`src/rtl/cbsub_pkg.sv`:
```
// Shared types and constants of the cubic Bezier subdivider.
// No dependencies; every other file of the block imports this package.
package cbsub_pkg;

	localparam int COORD_WIDTH = 32;
	localparam int T_FRAC_BITS = 16;
	localparam int T_WIDTH = T_FRAC_BITS + 1;
	localparam int QUEUE_DEPTH_DEFAULT = 2;

	typedef logic signed [COORD_WIDTH-1:0] coord_t;

	// one input item: four control points and the split parameter
	typedef struct packed {
		coord_t p0_x;
		coord_t p0_y;
		coord_t p1_x;
		coord_t p1_y;
		coord_t p2_x;
		coord_t p2_y;
		coord_t p3_x;
		coord_t p3_y;
		logic [T_WIDTH-1:0] split_t;
	} req_t;

	// one result item
	typedef struct packed {
		coord_t point_x;
		coord_t point_y;
		logic half;
		logic [1:0] point_index;
		logic ok;
		logic last;
	} point_t;

	// queue entry: the item plus its classification
	typedef struct packed {
		req_t req;
		logic ok;
	} qent_t;

	// values that ride along the lerp pipeline, index 0 is x, 1 is y
	typedef struct packed {
		coord_t [1:0] p0;
		coord_t [1:0] p3;
		coord_t [1:0] a1;
		coord_t [1:0] c1;
		coord_t [1:0] a2;
		coord_t [1:0] b2;
		logic [T_FRAC_BITS-1:0] t;
		logic ok;
	} side_t;

endpackage

```
`src/rtl/cbsub_front.sv`:
```
// Front end: takes input items, classifies the split parameter and queues them.
// Depends on cbsub_pkg.
module cbsub_front import cbsub_pkg::*; #(
	parameter int DEPTH = QUEUE_DEPTH_DEFAULT
) (
	input  logic  clk,
	input  logic  arst_n,
	input  logic  start,
	input  req_t  req,
	output logic  busy,
	input  logic  pop,
	output logic  q_valid,
	output qent_t q_data
);

	localparam int PTR_W = $clog2(DEPTH);
	localparam int CNT_W = $clog2(DEPTH + 1);

	qent_t            mem_q [DEPTH];
	logic [PTR_W-1:0] wr_ptr_q;
	logic [PTR_W-1:0] rd_ptr_q;
	logic [CNT_W-1:0] cnt_q;
	logic             push;
	logic             split_ok;

	// valid split only strictly inside (0, one)
	assign split_ok = !req.split_t[T_FRAC_BITS] && (|req.split_t[T_FRAC_BITS-1:0]);

	assign busy    = (cnt_q == CNT_W'(DEPTH));
	assign push    = start && !busy;
	assign q_valid = (cnt_q != '0);
	assign q_data  = mem_q[rd_ptr_q];

	always_ff @(posedge clk) begin
		if (push) begin
			mem_q[wr_ptr_q] <= '{req: req, ok: split_ok};
		end
	end

	always_ff @(posedge clk or negedge arst_n) begin
		if (!arst_n) begin
			wr_ptr_q <= '0;
			rd_ptr_q <= '0;
			cnt_q    <= '0;
		end else begin
			if (push) begin
				wr_ptr_q <= (wr_ptr_q == PTR_W'(DEPTH - 1)) ? '0 : wr_ptr_q + 1'b1;
			end
			if (pop) begin
				rd_ptr_q <= (rd_ptr_q == PTR_W'(DEPTH - 1)) ? '0 : rd_ptr_q + 1'b1;
			end
			unique case ({push, pop})
				2'b10:   cnt_q <= cnt_q + 1'b1;
				2'b01:   cnt_q <= cnt_q - 1'b1;
				default: cnt_q <= cnt_q;
			endcase
		end
	end

	a_no_underflow: assert property (@(posedge clk) disable iff (!arst_n)
		pop |-> q_valid)
		else $error("queue popped while empty");

	a_fill_bound: assert property (@(posedge clk) disable iff (!arst_n)
		(busy && !pop) |=> (cnt_q == CNT_W'(DEPTH)))
		else $error("queue fill level moved while full and not drained");

endmodule

```
`config.mk`:
```
export PLATFORM = sky130hd
export DESIGN_NAME = cbsub_front
export DESIGN_NICKNAME = d
export VERILOG_FILES = /design/src/rtl/cbsub_pkg.sv /design/src/rtl/cbsub_front.sv
export SDC_FILE = /design/constraint.sdc
export NUM_CORES = 1
export LEC_CHECK = 0
export BUFFER_PORTS_ARGS = -buffer_cell sky130_fd_sc_hd__buf_2
export CAP_MARGIN = 25
export CORE_AREA = 2 2 213 215
export CTS_BUF_LIST = sky130_fd_sc_hd__clkbuf_8
export CTS_CLUSTER_DIAMETER = 80
export DETAILED_ROUTE_END_ITERATION = 6
export DIE_AREA = 0 0 215 217
export PLACE_DENSITY = 0.76
export SKIP_LAST_GASP = 1
export SLEW_MARGIN = 20
export SYNTH_ARGS = -nofsm -noshare
export SYNTH_HDL_FRONTEND = slang
export SYNTH_SLANG_ARGS = --single-unit
```
`constraint.sdc`:
```
create_clock -name clk -period 13.6 [get_ports clk]
set_input_delay 3.4 -clock clk [delete_from_list [all_inputs] [get_ports clk]]
set_output_delay 3.4 -clock clk [all_outputs]
set_load 0.03 [all_outputs]
```
== Word-level counts from Yosys, hierarchy flattened ==
Memory sizes are Yosys's and may differ from the RTL's.
Index checks and enable logic that the tools add are counted.
Storage, ports and cells
  bits in registers: 4
  memory bits (writable): 548
  output and inout bits: 276
  logic and storage cells: 23
  memories: 1
Memory list
  mem_q: words 2, width 274, read ports 1, clocked after memory_dff 0, wr ports 1, line cbsub_front.sv:19  | qent_t mem_q [DEPTH];
Cells by class
  add/sub/neg operators: 4
  equal/unequal tests: 3
  mux-type cells: 5
  reductions and logical operators: 7
Operator list (count)
  OR reduction 16 bit: 1
  equality test 2 bit (second input constant): 2
  2-to-1 mux 1 bit: 4
  case mux 2 bit (2 select lines): 1
  nonzero test 2 bit: 2
  adder 1 bit (second input constant): 2
  adder 2 x 1 -> 2 bit (second input constant): 1
  equality test 2 x 1 -> 1 bit (second input constant): 1
  logical AND 1 bit: 2
  logical NOT 1 bit: 2
  subtractor 2 x 1 -> 2 bit (second input constant): 1

== Logic depth before layout (Yosys ltp) ==
Gate-level depths: netlist (run 1).
  depth in word-level cells: 5
  mapped depth: 6

== Worst setup path after synthesis (run 1) ==
No wires, ideal clock.
  path kind: input-to-reg
  start point: input start
  end point: memory mem_q[0][0] in the netlist's numbering (enable)
  setup time: 0.914 ns
  data arrival time: 14.840 ns
  data required time: 12.686 ns
  slack: -2.154 ns
  cell stages on the path: 2
  cells stage by stage: nand2_1 -> nor2_1
On the way
  longest elaborated chain between the ends: 3
Ends and longest elaborated chain
  from (decl): line cbsub_front.sv:8  | input logic start,
  logical AND 1 bit: line cbsub_front.sv:30  | assign push = start && !busy;
  2-to-1 mux 1 bit: line cbsub_front.sv:35  | if (push) begin
  2-to-1 mux 1 bit (implied by the code): line cbsub_front.sv:36  | mem_q[wr_ptr_q] <= '{req: req, ok: split_ok};
  to (decl): line cbsub_front.sv:19
No other way between the ends.

==> results.yml, run 1 <==
outcome:
  outcome: "finished, final reports clean"
die:
  die-width_um: 215
  ios: 553
  die_y_um: 217
  dieArea_um2: 46700
  start_util: 0.451
  core_area_um2: 44700
  std_cell_rows: 78
timing:
  fmax_mhz: 154
  worst_pin_slew_ns: 1.14
  timing.final.ws_setup_ns: 7.12
  setup_viol: 0
  slew_headroom: 0.240
  finalCritPeriodShare: 0.477
  fin_crit_ns: 6.48
  rsz0062_at_grt: "false"
  fin_skew_ns: 0.0237
  hold_viol: 0
  final_max_slew_viol_count: 0
  setup-tns-final_ns: 0
final_layout:
  fill_cells: 3435
  final_common_cell: "buf_2"
  fin_nets: 1775
  multi_input_area_um2: 3290
  mostFrequentLayoutCells: "buf_2, edfxtp_1, mux2_2"
  layout.cells.non_filler: 2172
  drive_above_1_share: 0.609
  seqCellArea_um2: 16600
  syn_to_final_growth_pct: 24.6
global_routing:
  antenna_found_initial: 9
  grt_pass1_vias: 11100
  grt_pass1_wl_mm: 62.4
  grt_max_degree: 163
  overflow: 0
  grt_usage: 0.179
power_and_ir_drop:
  power_uw: 5900
  p_int_uw: 3710
  swShare: 0.370
  max-vdd-ir-drop_mv: 0.170
  power_leakage_uw: 0.00950
  pwr-share-clk: 0.220
  power_density_nw_per_um2: 234
  comb_power_share: 0.368
  netSwitchingPower_uw: 2180
  power_frac_seq: 0.412
clock_tree:
  clockBufferDepth: 3
  clock_latency_ns: 0.66
  cts-htree-levels: 3
  numClockSinks: 552
  cts_root_buffer: "clkbuf_8"
  cts_tree: "yes"
  hold_buffers: 0
  post_cts_resized: 0
  cts_made_buffers: 88
  postCtsSetupBuffers: 0
  clkTransAtPathRegs_ns: 0.06
yosys:
  synthCells: 875
  yosys_warnings: 0
  synthXorXnorAreaFrac: 0.00217
  synth.ff_latch_count: 552
  synth_nets: 1153
  synth_area_per_cell_um2: 23.1
  synth_cell_types: 18
  synth_compound_area_frac: 0.000434
  synthSimpleGateAreaFrac: 0.00273
  yosysSeqAreaShare: 0.821
  synth_top_cell_by_area: "edfxtp_1"
  syn_area_um2: 20200
  synth_top_family_by_area: "multiplexers"
  yosys-mux-area-fraction: 0.157
  synth_top_area_share: 0.816
  synth_fa_ha_area_frac: 0.000620
  synthTopCellsByArea: "edfxtp_1, mux2_2, buf_6"
routing:
  wl_per_cell_um: 20.0
  drc: 0
  dr.pass1.iters: 4
  vias: 10600
  drt_wl_total_mm: 43.4
  via_per_inst: 4.90
  ant_nets: 0
  dr.first_iter.drc_count: 646
run:
  maxCapViolCount: 0
placement:
  place_congestion: 0.810
  dp_slack_ns: 6.98
  place_inst: 2005
  dp_hpwl_mm: 29.4
  numPortBuffers: 552
worst_setup_path:
  startpoint_type: "register"
  crit_type: "register to output pin"
  cp.arrival_ns: 3.08
  critPathSlowestCell: "dfrtp_4"
  critPathMaxStageDelay_ns: 0.76
  critPathTopFamily: "buffers and inverters"
  critPathCaptureType: "output pin"
  crit_required_ns: 10.20
  cp_max_fo: 162
  cp_num_buf_inv: 2
  timing.critical_path.cells: "buf_12 -> mux2_2 -> buf_2"
min_path:
  hold_path_class: "register to register"
[power groups by stage]
| stage | clock, uW | combinational, uW | sequential (uW) |
|---|---|---|---|
| final | 1290 | 2170 | 2430 |
| after floorplan | 0 | 1640 | 2530 |
| after detailed placement | 0 | 2170 | 2470 |
| after global routing | 1410 | 2270 | 2460 |
| after CTS | 1340 | 2180 | 2440 |
| after global placement | 0 | 2160 | 2440 |
[Yosys cell counts]
library cell	instances
nor4_1	4
xnor2_1	3
a41oi_1	1
nor2_1	2
buf_6	29
ha_1	1
nand2b_1	1
mux2_2	253
buf_2	2
and3_1	1
edfxtp_1	548
xor2_1	2
inv_1	1
or2_2	1
mux2_1	1
dfrtp_1	4
mux2_4	20
nand2_1	1
[area by class of cell]
class,instances,area share
multi-input combinational,291,0.131
clock inverter,66,0.0142
inverter,1,0.000149
antenna,7,0.000697
clock buffer,92,0.0504
sequential,552,0.659
tap,600,0.0299
timing repair buffer,563,0.115
[kinds of logic after synthesis]
| logic type | Yosys count |
|---|---|
| buf+inv | 32 |
| simple gates | 10 |
| fa+ha+maj | 1 |
| compound gates | 1 |
| xor+xnor | 5 |
| flops | 552 |
| mux | 274 |
[metal layers]
metal,vias to the layer above,GRT usage,wire length [um],share of wire
met3,84,0.0587,3100,0.071
met1,5370,0.198,15900,0.37
met5,-,0,34,0.00078
met4,6,0.0906,1430,0.033
li1,4783,-,-,-
met2,391,0.309,22900,0.53
[flip-flops by register name (all words and copies together), names as in the netlist]
signal and count:
rd_ptr_q 1, wr_ptr_q 1, cnt_q 2, mem_q 548
[through the flow]
step                      hold slack [ns]   util  cell area [um2]
final                               0.512  0.563            25100
after global routing                0.552  0.563            25100
after CTS                           0.505  0.561            25100
after detailed placement            0.497  0.525            23500
after global placement              0.487  0.525            23500
after floorplan                     0.457      -            20200
[path summary, 6_finish.rpt]
| kind | start | endpoint | slack (ns) | cells past startpoint |
|---|---|---|---|---|
| worst max-delay path | rd_ptr_q$_DFFE_PN0P_ | q_data[201] | 7.12 | 3 |
| worst min-delay path | cnt_q[1]$_DFFE_PN0P_ | cnt_q[1]$_DFFE_PN0P_ | 0.51 | 1 |
| worst max register to register | cnt_q[0]$_DFFE_PN0P_ | mem_q[0][172]$_DFFE_PP_ | 9.81 | 6 |
| worst min register to register | cnt_q[1]$_DFFE_PN0P_ | cnt_q[1]$_DFFE_PN0P_ | 0.51 | 1 |
| max in group asynchronous | arst_n | rd_ptr_q$_DFFE_PN0P_ | 10.93 | 1 |
| min in group asynchronous | arst_n | wr_ptr_q$_DFFE_PN0P_ | 2.54 | 1 |
Note: power is estimated with default switching activity, not from simulation.
==> run 2: changes to the inputs <==
==> constraint.sdc (replaced) <==
create_clock -name clk -period 5.35 [get_ports clk]
set_input_delay 1.3375 -clock clk [delete_from_list [all_inputs] [get_ports clk]]
set_output_delay 1.3375 -clock clk [all_outputs]
set_load 0.03 [all_outputs]
==> results.yml, run 2 (same netlist as run 1, synthesis figures left out) <==
worst_setup_path:
  timing.critical_path.cells: "buf_4 -> mux2_2 -> buf_2"
  cp.depth: 3
  crit_required_ns: 4.01
  rr_endpoint: "mem_q[1][122]$_DFFE_PP_"
  cp_max_fo: 58
  critPathTopFamily: "flip-flops"
  critPathSlowestCell: "dfrtp_4"
  cp_num_buf_inv: 2
  rr_startpoint: "cnt_q[0]$_DFFE_PN0P_"
  crit_type: "register to output pin"
  startpoint_type: "register"
  rrSetupSlack_ns: 2.84
  cp.arrival_ns: 2.75
  worstSetupEndpoint: "q_data[102]"
  r2r.worst_path.cells: 3
  critPathMaxStageDelay_ns: 1.02
  critPathCaptureType: "output pin"
  crit_start: "rd_ptr_q$_DFFE_PN0P_"
min_path:
  hold_path_class: "input pin to async pin"
clock_tree:
  cts_tree: "yes"
  cts_made_buffers: 87
  postCtsSetupBuffers: 0
  cts_root_buffer: "clkbuf_8"
  hold_buffers: 0
  post_cts_resized: 0
  clock_latency_ns: 0.64
  cts-htree-levels: 3
  clkTransAtPathRegs_ns: 0.05
  numClockSinks: 552
  clockBufferDepth: 3
timing:
  fin_crit_ns: 4.08
  fin_skew_ns: 0.0179
  rsz0062_at_grt: "false"
  whs_ns: 0.492
  final_max_slew_viol_count: 0
  setup-tns-final_ns: 0
  fmax_mhz: 245
  finalCritPeriodShare: 0.763
  hold_viol: 0
  setup_viol: 0
  slew_headroom: 0.342
  worst_pin_slew_ns: 0.987
power_and_ir_drop:
  power_frac_seq: 0.420
  comb_power_share: 0.369
  pwr-share-clk: 0.210
  max-vdd-ir-drop_mv: 0.445
  swShare: 0.368
  power_density_nw_per_um2: 589
  power_leakage_uw: 0.00951
  netSwitchingPower_uw: 5450
  p_int_uw: 9340
  power_uw: 14800
die:
  core_area_um2: 44700
  dieArea_um2: 46700
  std_cell_rows: 78
  die-width_um: 215
  start_util: 0.451
  die_y_um: 217
  ios: 553
routing:
  drc: 0
  vias: 10500
  wl_per_cell_um: 19.5
  ant_nets: 0
  dr.pass1.iters: 5
  drt_wl_total_mm: 42.3
  dr.first_iter.drc_count: 598
  via_per_inst: 4.86
global_routing:
  grt_pass1_vias: 11300
  overflow: 0
  antenna_found_initial: 14
  grt_pass1_wl_mm: 62.7
  grt_usage: 0.177
  grt_max_degree: 138
placement:
  placed_area_um2: 23600
  dp_hpwl_mm: 28.7
  place_congestion: 0.785
  numPortBuffers: 552
final_layout:
  fin_nets: 1781
  drive_above_1_share: 0.610
  largest_reg_flops: 548
  design_area_um2: 25100
  fill_cells: 3463
  mostFrequentLayoutCells: "buf_2, edfxtp_1, mux2_2"
  seqCellArea_um2: 16600
  top_register: "mem_q"
  reg_top3: "mem_q: 548 flops, cnt_q: 2 flops"
  final_common_cell: "buf_2"
  multi_input_area_um2: 3310
  syn_to_final_growth_pct: 24.5
outcome:
  outcome: "finished, final reports clean"
run:
  maxCapViolCount: 0
[run 2: cell count changes in the layout (fill, tap and decap cells not counted), sizes merged]
cell      previous run  this run
clkinv              32        18
buf                563       570
inv                 28        33
diode                7        11
clkbuf              92        89
bufinv               2         1
clkinvlp             5         6
[run 2: worst min-delay path by stage]
| stage | startpoint | endpoint | cells after the start |
|---|---|---|---|
| 2_1_floorplan | cnt_q[1]$_DFFE_PN0P_ | cnt_q[1]$_DFFE_PN0P_ | 1 |
| 3_3_place_gp | cnt_q[1]$_DFFE_PN0P_ | cnt_q[1]$_DFFE_PN0P_ | 1 |
| 3_5_place_dp | cnt_q[1]$_DFFE_PN0P_ | cnt_q[1]$_DFFE_PN0P_ | 1 |
| 4_1_cts | arst_n | rd_ptr_q$_DFFE_PN0P_ | 1 |
| 5_1_grt | arst_n | rd_ptr_q$_DFFE_PN0P_ | 1 |
| 6_report | arst_n | rd_ptr_q$_DFFE_PN0P_ | 1 |
[run 2: through the flow]
stage                     utilization  setup slack (ns)  std cells
after floorplan                     -            -0.503        875
after global placement          0.528              1.93       2014
after detailed placement        0.528              1.94       2014
after CTS                       0.561              1.14       2160
after global routing            0.562              1.10       2168
final                           0.562              1.27       2171
[run 2: worst register-to-register path, cell delays in order, from the launching register on]
cell and delay, ns:
dfrtp_1 0.41, nand2b_1 0.29, and3_4 0.85, buf_4 0.60
[run 2: layout make-up]
cell class,instances,area share
Clock inverter,57,0.0110
Inverter,1,0.000149
Tap cell,600,0.0299
Multi-Input combinational cell,291,0.132
Sequential cell,552,0.659
Antenna cell,11,0.00110
Timing Repair Buffer,570,0.118
Clock buffer,89,0.0488
[run 2: layer usage]
layer,up-vias,track usage,wire (um),share of wire
li1,4789,-,-,-
met5,-,0,57,0.0013
met2,420,0.305,22100,0.52
met4,8,0.0901,1380,0.033
met1,5237,0.191,15200,0.36
met3,95,0.0653,3530,0.083
[run 2: power by group through the flow]
stage | registers [uW] | logic [uW] | clock network (uW)
2_1_floorplan | 6270 | 4190 | 0
3_3_place_gp | 6250 | 5470 | 0
3_5_place_dp | 6310 | 5510 | 0
4_1_cts | 6230 | 5530 | 3220
5_1_grt | 6310 | 5740 | 3400
6_report | 6220 | 5460 | 3110
==> run 3: changes to the inputs <==
--- a/config.mk
+++ b/config.mk
@@ -5,14 +5,15 @@
 export SDC_FILE = /design/constraint.sdc
 export NUM_CORES = 1
 export LEC_CHECK = 0
+export ABC_AREA = 1
 export BUFFER_PORTS_ARGS = -buffer_cell sky130_fd_sc_hd__buf_2
 export CAP_MARGIN = 25
-export CORE_AREA = 2 2 213 215
+export CORE_AREA = 2 2 218 220
 export CTS_BUF_LIST = sky130_fd_sc_hd__clkbuf_8
 export CTS_CLUSTER_DIAMETER = 80
 export DETAILED_ROUTE_END_ITERATION = 6
-export DIE_AREA = 0 0 215 217
-export PLACE_DENSITY = 0.76
+export DIE_AREA = 0 0 220 222
+export PLACE_DENSITY = 0.72
 export SKIP_LAST_GASP = 1
 export SLEW_MARGIN = 20
 export SYNTH_ARGS = -nofsm -noshare
==> constraint.sdc (replaced) <==
create_clock -name clk -period 4 [get_ports clk]
set_input_delay 1 -clock clk [delete_from_list [all_inputs] [get_ports clk]]
set_output_delay 1 -clock clk [all_outputs]
set_load 0.03 [all_outputs]
==> results.yml, run 3 <==
final_layout:
  syn_to_final_growth_pct: 24.1
  top_register: "mem_q"
  mostFrequentLayoutCells: "buf_2, edfxtp_1, mux2_4"
  drive_above_1_share: 0.607
  reg_top3: "mem_q: 548 flops, cnt_q: 2 flops"
  fin_nets: 1798
  largest_reg_flops: 548
  final_common_cell: "buf_2"
clock_tree:
  hold_buffers: 0
  cts-htree-levels: 3
  cts_root_buffer: "clkbuf_8"
  cts_made_buffers: 88
  clockBufferDepth: 3
  clock_latency_ns: 0.64
  cts_tree: "yes"
  post_cts_resized: 0
  numClockSinks: 552
  clkTransAtPathRegs_ns: 0.05
  postCtsSetupBuffers: 0
timing:
  whs_ns: 0.151
  worst_pin_slew_ns: 0.783
  fmax_mhz: 297
  slew_headroom: 0.478
  timing.final.ws_setup_ns: 0.629
  final_max_slew_viol_count: 0
  setup_viol: 0
  fin_skew_ns: 0.0175
  rsz0062_at_grt: "false"
  finalCritPeriodShare: 0.843
  hold_viol: 0
  fin_crit_ns: 3.37
yosys:
  yosysMostFrequentCell: "edfxtp_1"
  synth_top_area_share: 0.779
  synthArstFlopShare: 0.00725
  synth_edf_count: 548
  ys.flop_type: "edfxtp_1"
  synth_cell_types: 17
  synthCells: 888
  synth_top_family_by_area: "multiplexers"
  synth.ff_latch_count: 552
  synth_fa_ha_area_frac: 0.000592
  yosys-mux-area-fraction: 0.191
  synthTopCellsByArea: "edfxtp_1, mux2_4, mux2_2"
  synth_nets: 1166
  synth_common_cells: "edfxtp_1, mux2_4, mux2_2, buf_6, nor2_1"
  yosys_warnings: 0
  yosysSeqAreaShare: 0.784
  synthXorXnorAreaFrac: 0.00166
  syn_area_um2: 21100
  synthSimpleGateAreaFrac: 0.00367
  synth_compound_area_frac: 0.000711
  synth_top_cell_by_area: "edfxtp_1"
  synth_area_per_cell_um2: 23.8
min_path:
  hold_path_class: "input pin to async pin"
routing:
  wl_per_cell_um: 20.3
  via_per_inst: 4.84
  dr.first_iter.drc_count: 663
  vias: 10700
  ant_nets: 0
  drc: 0
  dr.pass1.iters: 4
  drt_wl_total_mm: 44.8
placement:
  numPortBuffers: 552
  dp_slack_ns: 1.29
  dp_hpwl_mm: 31.1
  place_congestion: 0.848
die:
  start_util: 0.457
  ios: 553
  core_area_um2: 46300
  std_cell_rows: 79
  die_y_um: 222
  die-width_um: 220
  dieArea_um2: 48800
worst_setup_path:
  rr_startpoint: "cnt_q[1]$_DFFE_PN0P_"
  r2r.worst_path.cells: 5
  cp.arrival_ns: 2.37
  crit_start: "rd_ptr_q$_DFFE_PN0P_"
  rr_endpoint: "mem_q[1][3]$_DFFE_PP_"
  worstSetupEndpoint: "q_data[20]"
  rrSetupSlack_ns: 2.03
  cp_max_fo: 37
  crit_required_ns: 3.00
  crit_type: "register to output pin"
  startpoint_type: "register"
  critPathCaptureType: "output pin"
global_routing:
  grt_usage: 0.177
  grt_pass1_wl_mm: 64.0
  grt_max_degree: 121
  grt_pass1_vias: 11100
  antenna_found_initial: 20
  overflow: 0
outcome:
  outcome: "finished, final reports clean"
power_and_ir_drop:
  max-vdd-ir-drop_mv: 0.577
  power_density_nw_per_um2: 801
  power_leakage_uw: 0.0106
run:
  maxCapViolCount: 0
-- run 3: changes by cell type after synthesis, sizes merged --
cell and change:
nor2 +11, a41oi -1, nor4 -4, a21oi +2, nand2b -1, nand2 +5, o21ai +1, xor2 +1
xnor2 -2, and3 -1, inv +2
-- run 3: report_power, final --
part           internal (uW)  switching (uW)
clock                   2280            2120
combinational           3160            5180
sequential              7910             350
total                  13300            7650
-- run 3: layer usage --
metal / track usage / wire, um
met2: 0.300 / 22800
met4: 0.0849 / 1350
met3: 0.0671 / 3950
met1: 0.195 / 16600
met5: 0 / 99
-- run 3: per-stage QoR --
| stage | area [um2] | power [uW] | std cells | util | setup TNS, ns |
|---|---|---|---|---|---|
| 6_report | 26200 | 21000 | 2205 | 0.566 | 0 |
| 5_1_grt | 26200 | 21900 | 2204 | 0.566 | 0 |
| 4_1_cts | 26200 | 21300 | 2193 | 0.566 | 0 |
| 3_5_place_dp | 24600 | 16800 | 2037 | 0.531 | 0 |
| 3_3_place_gp | 24600 | 16700 | 2037 | 0.531 | 0 |
| 2_1_floorplan | 21100 | 14900 | 888 | - | -857.50 |
-- run 3: how the worst min path moves through the flow --
| stage | from | endpoint |
|---|---|---|
| after detailed placement | cnt_q[1]$_DFFE_PN0P_ | cnt_q[1]$_DFFE_PN0P_ |
| after global routing | arst_n | wr_ptr_q$_DFFE_PN0P_ |
| after CTS | arst_n | wr_ptr_q$_DFFE_PN0P_ |
| final | arst_n | wr_ptr_q$_DFFE_PN0P_ |
| after floorplan | cnt_q[1]$_DFFE_PN0P_ | cnt_q[1]$_DFFE_PN0P_ |
| after global placement | cnt_q[0]$_DFFE_PN0P_ | cnt_q[0]$_DFFE_PN0P_ |
-- run 3: critical path, stage by stage (launching register included) --
cell	delay [ns]
dfrtp_4	0.57
buf_12	0.25
buf_12	0.30
mux2_4	0.34
buf_2	0.18
-- run 3: kinds of logic (layout without fill, tap and decap cells) --
family | count (synthesis) | count (layout)
AO/OA/AOI/OAI | 3 | 3
XOR/XNOR | 4 | 4
adder cells (fa/ha/maj) | 1 | 1
buffers and inverters | 34 | 732
flip-flops | 552 | 552
multiplexers | 274 | 274
other | 0 | 12
AND/OR/NAND/NOR | 20 | 20
-- run 3: area by class of cell --
type                       instances  area [um2]
clock inverter                    67         382
timing repair buffer             573        3050
fill                            3558       20100
multi-input combinational        302        4190
inverter                           3        11.3
antenna                           12        30.0
tap                              607         759
sequential                       552       16600
clock buffer                      89        1220
